`src/hw/rtl/gwc_pkg.sv`:
```
package gwc_pkg;

  // pixel and result field widths
  localparam int PIX_W = 8;

  // configuration port
  localparam int CFG_IDX_W  = 3;
  localparam int CFG_DATA_W = 40;
  localparam int IMAGE_WIDTH_W = 11;
  localparam int KERNEL_SIZE_W = 3;
  localparam int KROW_W    = 40;
  localparam int NUM_KROWS = 5;

  typedef enum logic [CFG_IDX_W-1:0] {
    REG_IMAGE_WIDTH = 3'd0,
    REG_KERNEL_SIZE = 3'd1,
    REG_KROW_0      = 3'd2,
    REG_KROW_1      = 3'd3,
    REG_KROW_2      = 3'd4,
    REG_KROW_3      = 3'd5,
    REG_KROW_4      = 3'd6
  } cfg_reg_e;

  // register reset values
  localparam logic [IMAGE_WIDTH_W-1:0] IMAGE_WIDTH_RST = 11'd640;
  localparam logic [KERNEL_SIZE_W-1:0] KERNEL_SIZE_RST = 3'd3;

  // default parameter values
  localparam int MAX_WIDTH_DEF  = 1024;
  localparam int MAX_KERNEL_DEF = 5;
  localparam int COEF_BITS_DEF  = 8;

  // gray weights, 8-bit fixed point
  localparam int GRAY_SUM_W = 16;
  localparam logic [GRAY_SUM_W-1:0] GRAY_WT_BLUE  = 16'd18;
  localparam logic [GRAY_SUM_W-1:0] GRAY_WT_GREEN = 16'd183;
  localparam logic [GRAY_SUM_W-1:0] GRAY_WT_RED   = 16'd54;

  localparam logic [PIX_W-1:0] PIX_MAX = 8'd255;

  typedef struct packed {
    logic [PIX_W-1:0] blue;
    logic [PIX_W-1:0] green;
    logic [PIX_W-1:0] red;
    logic             start_of_frame;
  } pix_in_t;

  typedef struct packed {
    logic [PIX_W-1:0] gray;
    logic [PIX_W-1:0] filtered;
    logic             clamped;
    logic             end_of_line;
  } pix_out_t;

  // per-pixel side info carried down the pipeline
  typedef struct packed {
    logic [PIX_W-1:0] gray;
    logic             end_of_line;
    logic             first_col;
  } pix_tag_t;

endpackage

```
`src/hw/rtl/gwc_accum.sv`:
```
module gwc_accum #(
  parameter int MAX_KERNEL = gwc_pkg::MAX_KERNEL_DEF,
  parameter int COEF_BITS  = gwc_pkg::COEF_BITS_DEF
) (
  input  logic                                          clk_i,
  input  logic                                          rst_ni,
  input  logic                                          up_valid_i,
  output logic                                          up_ready_o,
  input  gwc_pkg::pix_tag_t                             up_tag_i,
  input  logic [MAX_KERNEL-1:0][MAX_KERNEL-1:0][COEF_BITS+gwc_pkg::PIX_W:0] up_prod_i,
  output logic                                          dn_valid_o,
  input  logic                                          dn_ready_i,
  output gwc_pkg::pix_out_t                             dn_data_o
);
  import gwc_pkg::*;

  localparam int PROD_W = COEF_BITS + PIX_W + 1;
  localparam int ROW_W  = PROD_W + 3;
  localparam int SUM_W  = ROW_W + 3;

  logic signed [MAX_KERNEL-1:0][ROW_W-1:0] row_sum;
  logic signed [SUM_W-1:0] total;
  pix_out_t    result;

  logic     d_valid_q, o_valid_q;
  logic     d_en, o_en;
  pix_tag_t d_tag_q;
  logic [MAX_KERNEL-1:0][ROW_W-1:0] d_row_q;
  pix_out_t o_data_q;

  assign o_en       = !o_valid_q || dn_ready_i;
  assign d_en       = !d_valid_q || o_en;
  assign up_ready_o = d_en;

  always_comb begin
    for (int a = 0; a < MAX_KERNEL; a++) begin
      row_sum[a] = '0;
      for (int j = 0; j < MAX_KERNEL; j++) begin
        row_sum[a] = ROW_W'($signed(row_sum[a]) + ROW_W'($signed(up_prod_i[a][j])));
      end
    end
  end

  always_comb begin
    total = '0;
    for (int a = 0; a < MAX_KERNEL; a++) begin
      total = SUM_W'($signed(total) + SUM_W'($signed(d_row_q[a])));
    end
    result.gray        = d_tag_q.gray;
    result.end_of_line = d_tag_q.end_of_line;
    if (total < 0) begin
      result.filtered = '0;
      result.clamped  = 1'b1;
    end else if (total > $signed(SUM_W'(PIX_MAX))) begin
      result.filtered = PIX_MAX;
      result.clamped  = 1'b1;
    end else begin
      result.filtered = total[PIX_W-1:0];
      result.clamped  = 1'b0;
    end
  end

  always_ff @(posedge clk_i or negedge rst_ni) begin
    if (!rst_ni) begin
      d_valid_q <= 1'b0;
      o_valid_q <= 1'b0;
    end else begin
      if (d_en) begin
        d_valid_q <= up_valid_i;
      end
      if (o_en) begin
        o_valid_q <= d_valid_q;
      end
    end
  end

  always_ff @(posedge clk_i) begin
    if (d_en && up_valid_i) begin
      d_tag_q <= up_tag_i;
      d_row_q <= row_sum;
    end
    if (o_en && d_valid_q) begin
      o_data_q <= result;
    end
  end

  assign dn_valid_o = o_valid_q;
  assign dn_data_o  = o_data_q;

endmodule

```
`config.mk`:
```
export PLATFORM = sky130hd
export DESIGN_NAME = gwc_accum
export DESIGN_NICKNAME = d
export VERILOG_FILES = /design/src/hw/rtl/gwc_pkg.sv /design/src/hw/rtl/gwc_accum.sv
export SDC_FILE = /design/constraint.sdc
export NUM_CORES = 1
export LEC_CHECK = 0
export ABC_AREA = 1
export BUFFER_PORTS_ARGS = -buffer_cell sky130_fd_sc_hd__buf_2
export CAP_MARGIN = 40
export CORE_MARGIN = 5
export CORE_UTILIZATION = 55
export CTS_CLUSTER_SIZE = 30
export DETAILED_ROUTE_END_ITERATION = 12
export PLACE_DENSITY = 0.89
export REMOVE_ABC_BUFFERS = 1
export SETUP_SLACK_MARGIN = 0.15
export SYNTH_ARGS = -nofsm -noshare
export SYNTH_HDL_FRONTEND = slang
export SYNTH_SLANG_ARGS = --single-unit
```
`constraint.sdc`:
```
create_clock -name clk_i -period 4.5 [get_ports clk_i]
set_input_delay 0.45 -clock clk_i [delete_from_list [all_inputs] [get_ports clk_i]]
set_output_delay 0.45 -clock clk_i [all_outputs]
set_load 0.01 [all_outputs]
```
==> results.md <==
* Most frequent cells in the layout: buf_2, fa_1, inv_1, nand2_1, edfxtp_1
* Vias in the first global route at 14600
* Startpoint types: register
* TNS Setup at 0 ns
* Clk Latency, worst-skew pair at ~0.42 ns
* Setup violations, final at 0
* Seq/Total Area, Yosys at 0.228
* Synth top area cells: fa_1, edfxtp_1, ha_1
* Final period utilization at 0.938
* Pre-CTS setup slack at ~0.20 ns
* Seq cells post-synth at 129
* Hold/Removal Path Class: in2reg
* Max-Cap Viols at 0
* Netlist cell types at 36
* Slowest cell on crit path: fa_1
* Post-route cell area at 20400 sq um
* Die Ht at 186 um
* Synthesis-to-layout area growth at 20.3%
* CP Cell Sequence: inv_1 -> fa_1 -> inv_1 -> fa_1 -> inv_1 -> fa_1 -> inv_1 -> ha_2 -> nand2_1 -> nor2_1 -> nand3_2 -> nand3_2 -> nand2_1 -> nand2_2 -> nand4_2 -> nand2_4 -> xor2_4 -> nand3_1
* CP Buf/Inv Count at 4
* Routability cong. at 0.965
* Drt first-iter violations at 751
* CP Capture Type: register
* WL per Instance at around 18 um
* Syn Area/Cell at 10.6 sq um
* Max-slew violations at 0
* H-Tree Depth at 4
* Cell family with the largest share of critical-path delay: adder cells
* CTS buffer count at 17
* Area leader, netlist: fa_1
* Post-DP Area at 19800 sq um
* Drt total wl at about 45000 um
* IO Count at 459
* Nets at between 2000 and 3000
* Final hold vios at 0
* Gr ovfl total at 0
* Arrival time worst endpoint at around 4.4 ns
* Fmax at 237 MHz
* Initial Util at 0.557
* RSZ-0062 raised after global routing: no
* Initial antenna violation count at 2
* Router iterations before antenna repair at 5
* Final Worst Setup Slack at around 0.28 ns
* Commonest non-fill, non-tap cell in the layout: buf_2
* TritonCTS sink count at approximately 130
* CP dominant cell by count: inv_1
* Clock root buffer: clkbuf_16
* Cells after synthesis at around 1600
* First-pass GRT wire length at 71100 um
* GRT Total Usage at 0.265
* Row count at 64
* Layout cells sized above 1 at 0.261
* Worst-case headroom to the max-slew limit at 0.355
* Core region area at 30500 sq um
* Minimum clock period after layout at 4.22 ns
* Worst slew pin tran at 0.961 ns
* Worst Skew at 0.00945 ns
* EDFF count, synth at approximately 130
* PortBufs at between 400 and 500
* Synth Flop Type: edfxtp_1
* Ys async rst share at 0.0155
* Clock buffer depth at 2
* Vias/cell at about 5.3
* DIE WIDTH at 186 um
* Outcome: finished clean
* CTS tree: done
* Hpwl dp at 40500 um
* Routed Antenna Nets at 0
* Crit-path max cell delay at about 0.55 ns
* Worst Path Required at between 4 and 5 ns
* Synth warnings at 0
* Synth Cell Area at 17000 sq um
* Clock slew at reported path FFs at 0.06 ns
* Post-route DRC at 0
* Vias at about 13000
* Die area at 34500 sq um
* Largest net degree at the start of global routing at 61
* Crit Path Class: reg2reg
* Synth top area share at 0.385
* Ant diodes at 0
* Worst-path maximum fanout at 5
## per-stage QoR
step           hold WS, ns  utilization  instances
2_1_floorplan        0.154            -       1609
3_3_place_gp         0.235        0.648       2464
3_5_place_dp         0.240        0.648       2464
4_1_cts              0.186        0.667       2497
5_1_grt              0.176        0.670       2504
6_report             0.194        0.670       2504
## worst paths after layout
kind,cells after the start,startpoint,slack [ns],endpoint
worst max-delay path,18,d_row_q[4]$_DFFE_PP_,0.28,dn_data_o[1]$_SDFFCE_PN1P_
worst min register to register,0,d_tag_q[7]$_DFFE_PP_,0.41,dn_data_o[15]$_DFFE_PP_
worst min-delay path,1,up_tag_i[9],0.19,d_tag_q[9]$_DFFE_PP_
worst max register to register,18,d_row_q[4]$_DFFE_PP_,0.28,dn_data_o[1]$_SDFFCE_PN1P_
max in group asynchronous,2,rst_ni,4.06,d_valid_q$_DFFE_PN0N_
min in group asynchronous,2,rst_ni,0.34,dn_valid_o$_DFFE_PN0P_
## cells by family (layout without fill, tap and decap cells)
family,after synthesis,count (layout),share of synthesized area
xor+xnor,100,101,0.0527
buf+inv,327,824,0.0723
compound gates,210,210,0.0665
fa+ha+maj,450,450,0.476
simple gates,393,394,0.105
flops,129,129,0.228
## Yosys cell counts (4+ instances only)
cell type	n
ha_1	123
o21ai_0	54
nand3_2	4
nor2_2	4
nand2_1	233
fa_1	327
inv_1	318
o21bai_1	6
nand2_2	14
nand3_1	45
nor2_1	45
nand4_1	15
inv_2	9
nor3_1	10
edfxtp_1	127
o31ai_1	9
nand3b_1	4
a21oi_1	124
nor2_4	4
o21ai_2	6
xnor2_1	33
and2_1	8
xor2_1	66
o21ai_1	5
## routing by layer
metal,GRT usage,share of wire,vias up
li1,-,-,6097
met3,0.0410,0.060,98
met4,0.0688,0.026,2
met5,0,0.00024,-
met2,0.485,0.54,530
met1,0.329,0.37,6501
## timing repair
action,CTS,global route
buffers inserted,0,4
endpoints found under the setup margin,0,9
hold endpoints to repair,2,0
hold buffers,1,0
resized for setup,0,7
## sequential cells by signal, summed over array words and instances (netlist names)
signal	cells
d_row_q	100
d_tag_q	9
d_valid_q	1
dn_data_o	18
dn_valid_o	1
## worst register-to-register path: cells and delay by family, from the launching register on
family	cells	cell delay, ns
and+or+nand+nor	9	1.12
DFF	1	0.33
xor gates and xnor gates	1	0.28
adders and majority gates	4	1.93
buffers and inverters	4	0.30
## cell type report
type                       count  area (sq um)
fill                        2293         10100
tap                          396           495
sequential                   129          3860
clock buffer                  19           433
clock inverter                13           115
multi-input combinational   1155         11900
inverter                     327          1230
timing repair buffer         465          2350
Power is not shown: default switching activity piles up to over one toggle a cycle in this logic, so the estimate is an artifact.
