==> config.mk <==
export PLATFORM = sky130hd
export DESIGN_NAME = gwc_window
export DESIGN_NICKNAME = d
export VERILOG_FILES = /design/src/hw/rtl/gwc_pkg.sv /design/src/hw/rtl/gwc_window.sv
export SDC_FILE = /design/constraint.sdc
export NUM_CORES = 2
export LEC_CHECK = 0
export BUFFER_PORTS_ARGS = -buffer_cell sky130_fd_sc_hd__buf_2
export CORE_AREA = 5 5 404 406
export DETAILED_ROUTE_END_ITERATION = 7
export DIE_AREA = 0 0 409 411
export GPL_TIMING_DRIVEN = 0
export PLACE_DENSITY = 0.77
export SYNTH_ARGS = -nofsm -noshare
export SYNTH_HDL_FRONTEND = slang
export SYNTH_SLANG_ARGS = --single-unit
==> constraint.sdc <==
create_clock -name clk_i -period 26.4 [get_ports clk_i]
set_input_delay 3.96 -clock clk_i [delete_from_list [all_inputs] [get_ports clk_i]]
set_output_delay 3.96 -clock clk_i [all_outputs]
set_load 0.1 [all_outputs]
==> src/hw/rtl/gwc_pkg.sv <==
package gwc_pkg;

  // pixel and result field widths
  localparam int PIX_W = 8;

  // configuration port
  localparam int CFG_IDX_W  = 3;
  localparam int CFG_DATA_W = 40;
  localparam int IMAGE_WIDTH_W = 11;
  localparam int KERNEL_SIZE_W = 3;
  localparam int KROW_W    = 40;
  localparam int NUM_KROWS = 5;

  typedef enum logic [CFG_IDX_W-1:0] {
    REG_IMAGE_WIDTH = 3'd0,
    REG_KERNEL_SIZE = 3'd1,
    REG_KROW_0      = 3'd2,
    REG_KROW_1      = 3'd3,
    REG_KROW_2      = 3'd4,
    REG_KROW_3      = 3'd5,
    REG_KROW_4      = 3'd6
  } cfg_reg_e;

  // register reset values
  localparam logic [IMAGE_WIDTH_W-1:0] IMAGE_WIDTH_RST = 11'd640;
  localparam logic [KERNEL_SIZE_W-1:0] KERNEL_SIZE_RST = 3'd3;

  // default parameter values
  localparam int MAX_WIDTH_DEF  = 1024;
  localparam int MAX_KERNEL_DEF = 5;
  localparam int COEF_BITS_DEF  = 8;

  // gray weights, 8-bit fixed point
  localparam int GRAY_SUM_W = 16;
  localparam logic [GRAY_SUM_W-1:0] GRAY_WT_BLUE  = 16'd18;
  localparam logic [GRAY_SUM_W-1:0] GRAY_WT_GREEN = 16'd183;
  localparam logic [GRAY_SUM_W-1:0] GRAY_WT_RED   = 16'd54;

  localparam logic [PIX_W-1:0] PIX_MAX = 8'd255;

  typedef struct packed {
    logic [PIX_W-1:0] blue;
    logic [PIX_W-1:0] green;
    logic [PIX_W-1:0] red;
    logic             start_of_frame;
  } pix_in_t;

  typedef struct packed {
    logic [PIX_W-1:0] gray;
    logic [PIX_W-1:0] filtered;
    logic             clamped;
    logic             end_of_line;
  } pix_out_t;

  // per-pixel side info carried down the pipeline
  typedef struct packed {
    logic [PIX_W-1:0] gray;
    logic             end_of_line;
    logic             first_col;
  } pix_tag_t;

endpackage

==> src/hw/rtl/gwc_window.sv <==
module gwc_window #(
  parameter int MAX_KERNEL = gwc_pkg::MAX_KERNEL_DEF,
  parameter int COEF_BITS  = gwc_pkg::COEF_BITS_DEF
) (
  input  logic                                          clk_i,
  input  logic                                          rst_ni,
  input  logic [gwc_pkg::KERNEL_SIZE_W-1:0]             cfg_kernel_size_i,
  input  logic [gwc_pkg::NUM_KROWS-1:0][gwc_pkg::KROW_W-1:0] cfg_kernel_rows_i,
  input  logic                                          up_valid_i,
  output logic                                          up_ready_o,
  input  gwc_pkg::pix_tag_t                             up_tag_i,
  input  logic [MAX_KERNEL-1:0][gwc_pkg::PIX_W-1:0]     up_column_i,
  output logic                                          dn_valid_o,
  input  logic                                          dn_ready_i,
  output gwc_pkg::pix_tag_t                             dn_tag_o,
  output logic [MAX_KERNEL-1:0][MAX_KERNEL-1:0][COEF_BITS+gwc_pkg::PIX_W:0] dn_prod_o
);
  import gwc_pkg::*;

  localparam int PROD_W = COEF_BITS + PIX_W + 1;
  localparam int N_W    = $clog2(MAX_KERNEL + 1);
  localparam int EXT_W  = (MAX_KERNEL * COEF_BITS > KROW_W) ? MAX_KERNEL * COEF_BITS : KROW_W;

  logic [N_W-1:0] n;
  logic [MAX_KERNEL-1:0][EXT_W-1:0] kern_ext;
  logic [MAX_KERNEL-1:0][MAX_KERNEL-1:0][COEF_BITS-1:0] coef;
  logic [MAX_KERNEL-1:0][MAX_KERNEL-1:0][PROD_W-1:0]    prod;
  logic [MAX_KERNEL-1:0][MAX_KERNEL-1:0][PIX_W-1:0]     win_q, win_d;

  logic     b_valid_q, c_valid_q;
  logic     b_en, c_en;
  pix_tag_t b_tag_q, c_tag_q;
  logic [MAX_KERNEL-1:0][MAX_KERNEL-1:0][PROD_W-1:0] c_prod_q;

  assign c_en       = !c_valid_q || dn_ready_i;
  assign b_en       = !b_valid_q || c_en;
  assign up_ready_o = b_en;

  // window: row index is lines above, highest column is the newest pixel
  always_comb begin
    for (int a = 0; a < MAX_KERNEL; a++) begin
      for (int j = 0; j < MAX_KERNEL - 1; j++) begin
        win_d[a][j] = up_tag_i.first_col ? '0 : win_q[a][j+1];
      end
      win_d[a][MAX_KERNEL-1] = up_column_i[a];
    end
  end

  // effective kernel side
  always_comb begin
    if (cfg_kernel_size_i == '0) begin
      n = N_W'(1);
    end else if (32'(cfg_kernel_size_i) > MAX_KERNEL) begin
      n = N_W'(MAX_KERNEL);
    end else begin
      n = N_W'(cfg_kernel_size_i);
    end
  end

  // coefficient rows past the register set are zero
  always_comb begin
    for (int k = 0; k < MAX_KERNEL; k++) begin
      kern_ext[k] = (k < NUM_KROWS) ? EXT_W'(cfg_kernel_rows_i[k]) : '0;
    end
  end

  // map kernel (row, col) onto the bottom-right n by n corner of the window
  always_comb begin
    coef = '0;
    for (int nn = 1; nn <= MAX_KERNEL; nn++) begin
      if (n == N_W'(nn)) begin
        for (int a = 0; a < nn; a++) begin
          for (int j = MAX_KERNEL - nn; j < MAX_KERNEL; j++) begin
            coef[a][j] = kern_ext[nn-1-a][(j-MAX_KERNEL+nn)*COEF_BITS +: COEF_BITS];
          end
        end
      end
    end
  end

  always_comb begin
    for (int a = 0; a < MAX_KERNEL; a++) begin
      for (int j = 0; j < MAX_KERNEL; j++) begin
        prod[a][j] = PROD_W'($signed(coef[a][j]) * $signed({1'b0, win_q[a][j]}));
      end
    end
  end

  always_ff @(posedge clk_i or negedge rst_ni) begin
    if (!rst_ni) begin
      b_valid_q <= 1'b0;
      c_valid_q <= 1'b0;
      win_q     <= '0;
    end else begin
      if (b_en) begin
        b_valid_q <= up_valid_i;
        if (up_valid_i) begin
          win_q <= win_d;
        end
      end
      if (c_en) begin
        c_valid_q <= b_valid_q;
      end
    end
  end

  always_ff @(posedge clk_i) begin
    if (b_en && up_valid_i) begin
      b_tag_q <= up_tag_i;
    end
    if (c_en && b_valid_q) begin
      c_tag_q  <= b_tag_q;
      c_prod_q <= prod;
    end
  end

  assign dn_valid_o = c_valid_q;
  assign dn_tag_o   = c_tag_q;
  assign dn_prod_o  = c_prod_q;

endmodule

==> impl_metrics.tcl <==
set metrics [dict create \
    status "complete, but fails checks" \
    violations "DRC, capacitance limit, slew limit" \
    die_w_um 409 \
    layout_commonest_cell "inv_1" \
    syn_inst 8522 \
    critPathMaxStageDelay_ns 1.10 \
    cts.repair.resized 0 \
    timing.fmax_ghz 0.0981 \
    syn-cell-area_um2 80600 \
    synth_seq_cells 647 \
    ir_worst_vdd_uv 80.7 \
    drive_gt1_share_pct 10.9 \
    area_growth_pct 11.5 \
    ctsHoldBuffers 0 \
    grt_pass1_vias 66500 \
    drt_iter0_markers 6254 \
    initial_core_util_pct 50.6 \
    synthTopCellsByArea "fa_1, ha_1, edfxtp_1" \
    cellLeakagePower_nw 47.5 \
    final_cell_mix "inv_1, ha_1, fa_1, nand2_1, buf_2" \
    synth_top_area_cell "fa_1" \
    timing.slew.headroom_pct -1.82 \
    finalCriticalPeriod_ns 10.20 \
    clkTransAtPathRegs_ns 0.06 \
    crit_path_frequent_cell "fa_1" \
    die_y_um 411 \
    fin_tns_setup_ns 0 \
    wl_per_cell_um 23.1 \
    io_pins 694 \
    crit_required_ns 26.82 \
    cts_tree "built" \
    stdcell_count 11500 \
    critPathSlowestCell "clkbuf_1" \
    period_share_pct 38.6 \
    grtUsageMet2_pct 48.9 \
    row_count 147 \
    min_path_type "register to register" \
    dp.cells 11300 \
    grtUsageTotal_pct 31.4 \
    grt_max_degree 116 \
    cp_num_buf_inv 5 \
    vias_per_cell 5.66 \
    drc_errors 3 \
    post-synth-top-area-fraction_pct 23.0 \
    gp_congestion 0.983 \
    dp_hpwl_um 217000 \
    cts_buffers 80 \
    path_class "input pin to register" \
    worstPathCellList "buf_2, buf_2, clkbuf_1, a21boi_0, and2_1, ha_1, fa_1, inv_1, fa_1, fa_1, inv_1, ha_1, nor2b_1, o21ai_0, a21oi_1, o21ai_0, nor2_1, a311oi_1" \
    critPathTopFamily "compound AO/OA/AOI/OAI gates" \
    ant_nets 0 \
    ys_types 69 \
    critical_path_arrival_ns 10.62 \
    grt_antenna_before_repair 117 \
    yosysSeqAreaShare_pct 22.8 \
    clk_latency_ns 0.73 \
    slew_violations 22 \
    grt_busiest_layer "met2" \
    root_buffer "clkbuf_16" \
    drt_pass1_iterations 8 \
    grt_pass1_wl_um 400000 \
    hold_path_depth 0 \
    grtUsageMet3_pct 11.0 \
    dr_total_vias 65200 \
    coreArea_um2 159000 \
    p_total_mw 5.08 \
    clockBufferDepth 3 \
    endpoint_kind "register" \
    nets 11600 \
    clock_sink_count 647 \
    synth_edf_count 445 \
    yosysWarnings 0 \
    crit_path_max_fanout 10 \
    port_buffers 679 \
    r2r_cells 17 \
    syn_avg_cell_area_um2 9.46 \
    grtUsageMet1_pct 38.7 \
    path_depth 18 \
    cts_setup_buffers 0 \
    synth_fp_nets 10800 \
    skew_ns 0.0435 \
    setup_viol_count_final 0 \
    cap_violations 2 \
    die-area_um2 168000 \
    synth_ff_type "edfxtp_1" \
    stdcell_area_um2 89900 \
    rsz0062_at_grt "no" \
    grt_overflow 0 \
    worstMarginPinSlew_ns 1.53 \
    pwr_density_cell_nw_per_um2 56.5 \
    finalHoldViolations 0 \
    startpoint_type "input pin" \
    dpl_cell_area_um2 86900 \
    htreeDepth 3 \
    drt_wl_total_um 266000 \
    async_flop_share_pct 31.2 \
]
## metal layers
metal	part of all wire [%]	wire length (um)
met3	12	32400
met1	38	100000
met5	0.11	287
met2	44	118000
met4	5.6	14800
## layout make-up
| cell class | count | area [um^2] |
|---|---|---|
| flip-flops and latches | 647 | 18400 |
| clock buffers | 96 | 2200 |
| multi-input cells | 6000 | 55100 |
| diodes | 75 | 188 |
| fillers | 13800 | 69600 |
| plain buffers | 335 | 1380 |
| clock inverters | 53 | 586 |
| inverters | 1540 | 5780 |
| well taps | 2086 | 2610 |
| repair buffers | 693 | 3670 |
## kinds of logic (layout without fill, tap and decap cells)
| group | after synthesis | after routing | synth area share, % |
|---|---|---|---|
| adders and majority gates | 2000 | 2000 | 39.6 |
| and+or+nand+nor | 2707 | 2707 | 17.3 |
| xor gates and xnor gates | 272 | 272 | 2.95 |
| DFF | 647 | 647 | 22.8 |
| other | 0 | 75 | 0 |
| muxes | 33 | 33 | 0.410 |
| AOI/OAI and AO/OA | 988 | 988 | 7.98 |
| buffers and inverters | 1875 | 2717 | 8.87 |
## Yosys cell counts (210+ instances only)
cell type / count
inv_1: 1540
ha_1: 1075
fa_1: 925
nand2_1: 869
and2_1: 684
edfxtp_1: 445
and3_1: 320
o21ai_0: 307
nor2_1: 242
clkbuf_1: 241
xnor2_1: 214
nand2b_1: 210
## worst paths after layout
| kind | start | slack (ns) | endpoint |
|---|---|---|---|
| worst max-delay path | cfg_kernel_size_i[2] | 16.20 | dn_prod_o[203] |
| worst min-delay path | b_tag_q[8] | 0.42 | dn_tag_o[8] |
| worst max register to register | win_q[79] | 21.11 | dn_prod_o[168] |
| worst min register to register | b_tag_q[8] | 0.42 | dn_tag_o[8] |
| max in group asynchronous | rst_ni | 21.97 | win_q[3] |
| min in group asynchronous | rst_ni | 3.29 | dn_valid_o |
## through the flow
step,utilization [%],hold WS [ns],setup WS (ns)
floorplan,-,0.400,11.58
global placement,54.3,0.400,7.28
detailed placement,54.5,0.406,15.62
CTS,56.2,0.423,16.39
global route,56.3,0.431,15.95
finish,56.4,0.421,16.20
## worst reg2reg max path: cells and delay by family (launching register included)
family          cells  cell delay (ns)
compound gates      4             1.23
simple gates        1             0.31
xor+xnor            1             0.08
fa+ha+maj           5             2.36
buf+inv             6             0.70
flops               1             0.36
## power by group
| group | total (mW) | internal (mW) | leakage, nW | switching [mW] |
|---|---|---|---|---|
| Combinational | 2.53 | 0.691 | 39.0 | 1.84 |
| Sequential | 1.37 | 1.29 | 7.09 | 0.0800 |
| Clock | 1.18 | 0.675 | 1.36 | 0.505 |
## flip-flops by register name, indices dropped and copies added (netlist names)
signal and count:
win_q 200, dn_prod_o 425, dn_valid_o 1, dn_tag_o 10
b_valid_q 1, b_tag_q 10
Note: power is estimated with default switching activity, not from simulation.
